File: src/hdl/sighting_dedup_log_defines.svh
// ----------------------------------------------------------------------------
// sighting_dedup_log_defines.svh
// Assertion macros used by the sighting log RTL.
// ----------------------------------------------------------------------------
`ifndef SIGHTING_DEDUP_LOG_DEFINES_SVH
`define SIGHTING_DEDUP_LOG_DEFINES_SVH

// same-cycle implication, checked out of reset
`define SDL_ASSERT_HOLDS(label, ante, cons, msg) \
    label: assert property (@(posedge aclk) disable iff (!aresetn) (ante) |-> (cons)) \
        else $error(msg);

// next-cycle implication, checked out of reset
`define SDL_ASSERT_NEXT(label, ante, cons, msg) \
    label: assert property (@(posedge aclk) disable iff (!aresetn) (ante) |=> (cons)) \
        else $error(msg);

`endif

File: src/hdl/sdl_pkg.sv
// ----------------------------------------------------------------------------
// sdl_pkg
// Types and constants of the sighting dedup log.
// ----------------------------------------------------------------------------
package sdl_pkg;

    localparam logic FUNC_ADD  = 1'b0;
    localparam logic FUNC_READ = 1'b1;

    localparam logic [15:0] COUNT_MAX = 16'hFFFF;

    typedef enum logic [2:0] {
        ST_APPENDED   = 3'd0,
        ST_REFRESHED  = 3'd1,
        ST_IGNORED    = 3'd2,
        ST_READ_OK    = 3'd3,
        ST_READ_RANGE = 3'd4
    } status_t;

    typedef enum logic [1:0] {
        S_IDLE,
        S_SEARCH,
        S_READ,
        S_DONE
    } state_t;

    typedef struct packed {
        logic               func;
        logic [63:0]        name_low;
        logic [63:0]        name_high;
        logic [7:0]         name_length;
        logic               matched_flag;
        logic [7:0]         format_code;
        logic [47:0]        mac_address;
        logic signed [7:0]  signal_strength;
        logic [31:0]        now_seconds;
        logic [4:0]         read_index;
    } in_t;

    typedef struct packed {
        logic [2:0]         status;
        logic [4:0]         slot;
        logic [5:0]         entries_in_use;
        logic [63:0]        out_name_low;
        logic [63:0]        out_name_high;
        logic [4:0]         out_name_length;
        logic               out_matched;
        logic [7:0]         out_format;
        logic [47:0]        out_mac;
        logic signed [7:0]  out_strength;
        logic [15:0]        sightings;
        logic [31:0]        first_seen_seconds;
    } out_t;

    // normalized search key: name masked past its length, length clamped
    typedef struct packed {
        logic [63:0] name_low;
        logic [63:0] name_high;
        logic [4:0]  length;
        logic        matched;
        logic [7:0]  format;
        logic [47:0] mac;
        logic [7:0]  strength;
        logic [31:0] now;
    } key_t;

    typedef struct packed {
        logic [15:0] count;
        logic [7:0]  strength;
        logic [7:0]  format;
        logic        matched;
        logic [4:0]  length;
    } info_t;

    typedef struct packed {
        logic [63:0] name_low;
        logic [63:0] name_high;
        logic [47:0] mac;
        logic [31:0] first_seen;
        info_t       info;
    } entry_t;

    function automatic out_t make_out(status_t st, logic [4:0] slot, logic [5:0] used,
                                      entry_t e, logic with_entry);
        out_t o;
        o = '0;
        o.status         = st;
        o.slot           = slot;
        o.entries_in_use = used;
        if (with_entry) begin
            o.out_name_low       = e.name_low;
            o.out_name_high      = e.name_high;
            o.out_name_length    = e.info.length;
            o.out_matched        = e.info.matched;
            o.out_format         = e.info.format;
            o.out_mac            = e.mac;
            o.out_strength       = e.info.strength;
            o.sightings          = e.info.count;
            o.first_seen_seconds = e.first_seen;
        end
        return o;
    endfunction

endpackage

File: src/hdl/sdl_match.sv
// ----------------------------------------------------------------------------
// sdl_match
// Compares the search key with one stored entry and builds the refreshed
// entry for a hit and the fresh entry for an append.
// ----------------------------------------------------------------------------
module sdl_match (
    input  sdl_pkg::key_t   key,
    input  sdl_pkg::entry_t entry,
    output logic            hit,
    output sdl_pkg::entry_t refreshed,
    output sdl_pkg::entry_t fresh
);

    assign hit = (entry.info.length == key.length) &&
                 (entry.name_low == key.name_low) &&
                 (entry.name_high == key.name_high);

    always_comb begin
        refreshed               = entry;
        refreshed.info.strength = key.strength;
        if (entry.info.count != sdl_pkg::COUNT_MAX) begin
            refreshed.info.count = entry.info.count + 16'd1;
        end
        // a matched sighting upgrades the entry and its format
        if (key.matched) begin
            refreshed.info.matched = 1'b1;
            refreshed.info.format  = key.format;
        end
    end

    always_comb begin
        fresh.name_low      = key.name_low;
        fresh.name_high     = key.name_high;
        fresh.mac           = key.mac;
        fresh.first_seen    = key.now;
        fresh.info.count    = 16'd1;
        fresh.info.strength = key.strength;
        fresh.info.format   = key.format;
        fresh.info.matched  = key.matched;
        fresh.info.length   = key.length;
    end

endmodule

File: config.mk
export PLATFORM = sky130hd
export DESIGN_NAME = sdl_match
export DESIGN_NICKNAME = d
export VERILOG_FILES = /design/src/hdl/sighting_dedup_log_defines.svh /design/src/hdl/sdl_pkg.sv /design/src/hdl/sdl_match.sv
export SDC_FILE = /design/constraint.sdc
export NUM_CORES = 1
export LEC_CHECK = 0
export ABC_AREA = 1
export BUFFER_PORTS_ARGS = -buffer_cell sky130_fd_sc_hd__buf_2
export CORE_AREA = 2 2 376 378
export DETAILED_ROUTE_END_ITERATION = 12
export DIE_AREA = 0 0 378 380
export GPL_TIMING_DRIVEN = 0
export PLACE_DENSITY = 0.33
export SLEW_MARGIN = 20
export SYNTH_ARGS = -nofsm -noshare
export SYNTH_HDL_FRONTEND = slang
export SYNTH_SLANG_ARGS = --single-unit
File: constraint.sdc
create_clock -name vclk -period 1.6
set_input_delay 0.08 -clock vclk [all_inputs]
set_output_delay 0.08 -clock vclk [all_outputs]
set_load 0.03 [all_outputs]
=== Word-level counts from Yosys, hierarchy flattened ===
Cells that the tools add are included.

* Register bits: 0
* Input port bits: 476
* Output and inout bits: 493
* Logic and storage cells: 9

* Add/subtract/negate cells: 1
* Eq/ne operators: 4
* Muxes and demuxes: 2
* Reductions and logical operators: 2

{| class="wikitable"
|+ Operators by type and width
! operator !! count
|-
| $eq 64x64->1 || 2
|-
| $add 16x1->16 const B || 1
|-
| $mux 16 || 1
|-
| $ne 16x16->1 const B || 1
|-
| $mux 9 || 1
|-
| $eq 5x5->1 || 1
|-
| $logic_and 1x1->1 || 2
|}

=== Longest topological paths before layout ===
* Depth after elaboration: 3
* Depth in mapped cells: 10
* Mapped depth without buffers: 10

=== Worst setup path after synthesis ===
OpenSTA, ideal clock, no wires.

* Path kind: in2out
* Start: input entry[22] (netlist name)
* End: output refreshed[24] (netlist name)
* Data arrival time: 1369 ps
* Data required time: 1520 ps
* Slack: 151 ps
* Cell stages on the path: 7
* Buffers on the path: 1
* Cells stage by stage: ha_1 > nand3_2 > nor3_4 > nand3_2 > buf_6 > nand2_1 > xor2_1

{| class="wikitable"
|+ RTL lines
! element !! line !! text
|-
| start, declared || sdl_match.sv:8 || <nowiki>input sdl_pkg::entry_t entry,</nowiki>
|-
| end, declared || sdl_match.sv:10 || <nowiki>output sdl_pkg::entry_t refreshed,</nowiki>
|}

=== Worst setup path in the final report ===
* Start: input key[99] (netlist name)
* End: output hit

* Longest elaborated chain between the ends: 3

{| class="wikitable"
|+ RTL lines
! element !! line !! text
|-
| start, declared || sdl_match.sv:7 || <nowiki>input sdl_pkg::key_t key,</nowiki>
|-
| $eq 5x5->1 || sdl_match.sv:14 || <nowiki>assign hit = (entry.info.length == key.length) &&</nowiki>
|-
| $logic_and 1x1->1 || sdl_match.sv:14 ||
|-
| $logic_and 1x1->1 || sdl_match.sv:15 || <nowiki>(entry.name_low == key.name_low) &&</nowiki>
|-
| end, declared || sdl_match.sv:9 || <nowiki>output logic hit,</nowiki>
|}

Every way passes these cells.

==> results.toml <==
[status]
status = "finished, final reports clean"

[timing]
worst_slew_pin_slew_ns = 0.5363
max_clock_freq_mhz = 639.6
rsz0062_at_grt = "true"
setup_viol = 0
drv_slew = 0
slew_headroom_pct = 63.92
finalWorstSetupSlack_ns = 0.03642
fin_setup_tns_ns = 0
final.period_utilization_pct = 97.72
hold_viol_final = 0
holdWs_ns = 0.4098
fin_crit_ns = 1.564

[detailed_routing]
first_iter_violations = 244
vias = 8216
ant_nets = 0
routedWlPerCell_um = 17.68
wl_mm = 65.20
drt_pass1_iterations = 4
viasPerCell = 2.228
drc = 0

[final_layout]
final_core_util_pct = 9.388
drive_above_1_share_pct = 73.73
fin_nets = 2283
final_cells = 3687
fillers = 16570
final_area_um2 = 13070
regArea_um2 = 0
syn_to_final_growth_pct = 113.1
nClkBuffers = 0
design.seq.count = 0

[grt]
grt_pass1_wl_mm = 79.54
grt_util_all_layers_pct = 8.455
grt_overflow = 0
grt_max_degree = 11
grt_pass1_vias = 7878
antenna_found_initial = 31

[flow_run]
drv_cap = 0

[floorplan]
die_h_um = 380
core_um2 = 139200
initial_core_util_pct = 4.407
row_count = 137
ios = 969
die_x_um = 378
dieArea_um2 = 143600

[pwr]
leakage_nw = 7.192
ir_worst_vdd_v = 0.0001209
p_total_mw = 4.509
pwr_density_cell_nw_per_um2 = 345.0

[yosys]
synthCells = 1009
syn_area_per_cell_um2 = 6.079
ys_seq_area_share_pct = 0
synthDistinctLibCells = 27
netlist_area_um2 = 6133
ys_warn_count = 0

[worst_setup_path]
cp-endpoint = "hit"
required_ns = 1.52
cp_slowest_stage_delay_ns = 0.51
cp-startpoint = "key[99]"
crit_slowest_cell = "nor4_1"
end_kind = "primary output"
startpoint_type = "input port"
worst-path-max-fanout = 2
worstSetupPathType = "in2out"
worst_ep_arrival_time_ns = 1.48
path_cells = "buf_2 > xor2_1 > nor4_1 > nand3_4 > nor2_4 > buf_8"

[placed_design]
placed_area_um2 = 12420
dp_slack_ns = -1.141
dp.cells = 3675
place.gp.congestion = 0.8028
io_buffers = 776
hpwlAfterDp_mm = 63.01

[min_path]
hold_path.class = "in2out"

[clock_tree]
cts_hold_buffers = 0
## how the worst min path moves through the flow
stage,cells after the start,slack [ns],start,endpoint
2_1_floorplan,1,0.29,key[97],fresh[0]
3_3_place_gp,2,0.41,key[32],fresh[14]
3_5_place_dp,2,0.41,key[34],fresh[16]
4_1_cts,2,0.41,key[70],fresh[100]
5_1_grt,2,0.41,key[51],fresh[81]
6_report,2,0.41,entry[75],refreshed[75]
## power by group
part	total, mW	internal [mW]	switching, mW
clock network	0.000000538	0.000000538	0
registers	0	0	0
logic	4.51	1.70	2.81
## cell usage after synthesis, types with 2 or more instances
master | n | area (µm²)
a21oi_1 | 3 | 15.01
buf_4 | 467 | 3506
conb_1 | 2 | 7.510
inv_1 | 98 | 367.9
nand2_1 | 194 | 728.2
nand2_2 | 3 | 18.77
nand3_1 | 6 | 30.03
nand3_2 | 4 | 40.04
nand4_1 | 4 | 25.02
nor2_1 | 115 | 431.7
nor3_1 | 4 | 20.02
nor3_4 | 2 | 32.53
o21ai_0 | 6 | 30.03
o21ai_1 | 2 | 10.01
or2_2 | 2 | 12.51
xnor2_1 | 14 | 122.6
xor2_1 | 73 | 639.4
## cells in the final DEF, fill, tap and decap left out, types with 8 or more instances in the layout
master   Yosys  layout
inv_1       98      95
nor2_4       0      18
buf_2        0     735
xor2_1      73      69
nand2_2      3      17
nor2_2       0      14
nor2_1     115      83
buf_6        1      14
xnor2_1     14      12
conb_1       2      16
nand2_4      0       8
nand2_1    194     171
buf_4      467     489
## cell type report
cell class / count / area, µm² / share of cell area, %
well taps: 1876 / 2347 / 17.96
plain buffers: 469 / 3525 / 26.97
diodes: 7 / 17.52 / 0.1340
inverters: 98 / 367.9 / 2.815
repair buffers: 781 / 4131 / 31.62
multi-input cells: 456 / 2679 / 20.50
## worst max-delay path: cells and delay by family
family	cells	cell delay [ns]
buffers and inverters	2	0.35
XOR/XNOR	1	0.20
AND/OR/NAND/NOR	3	0.83
## per-layer routing
metal | wire length (µm) | track usage (%) | part of all wire (%)
met5 | 205 | 0 | 0.31
met4 | 670 | 0.5533 | 1.0
met3 | 7879 | 3.548 | 12
met2 | 28600 | 13.42 | 44
met1 | 27840 | 11.04 | 43
## kinds of logic (layout without fill, tap and decap cells)
| group | count (synthesis) | after routing | share of synthesized area, % |
|---|---|---|---|
| compound gates | 12 | 12 | 1.020 |
| xor+xnor | 88 | 88 | 12.69 |
| fa+ha+maj | 1 | 1 | 0.2040 |
| buf+inv | 567 | 1348 | 63.40 |
| other cells | 2 | 23 | 0.1224 |
| simple gates | 339 | 339 | 22.56 |
## timing repair
action / in CTS / in global routing
setup endpoints to repair: 12 / 14
cloned: 0 / 1
pin swaps: 17 / 48
buffers inserted: 1 / 3
gates resized for setup: 51 / 117
Note: power is estimated with default switching activity, not from simulation.
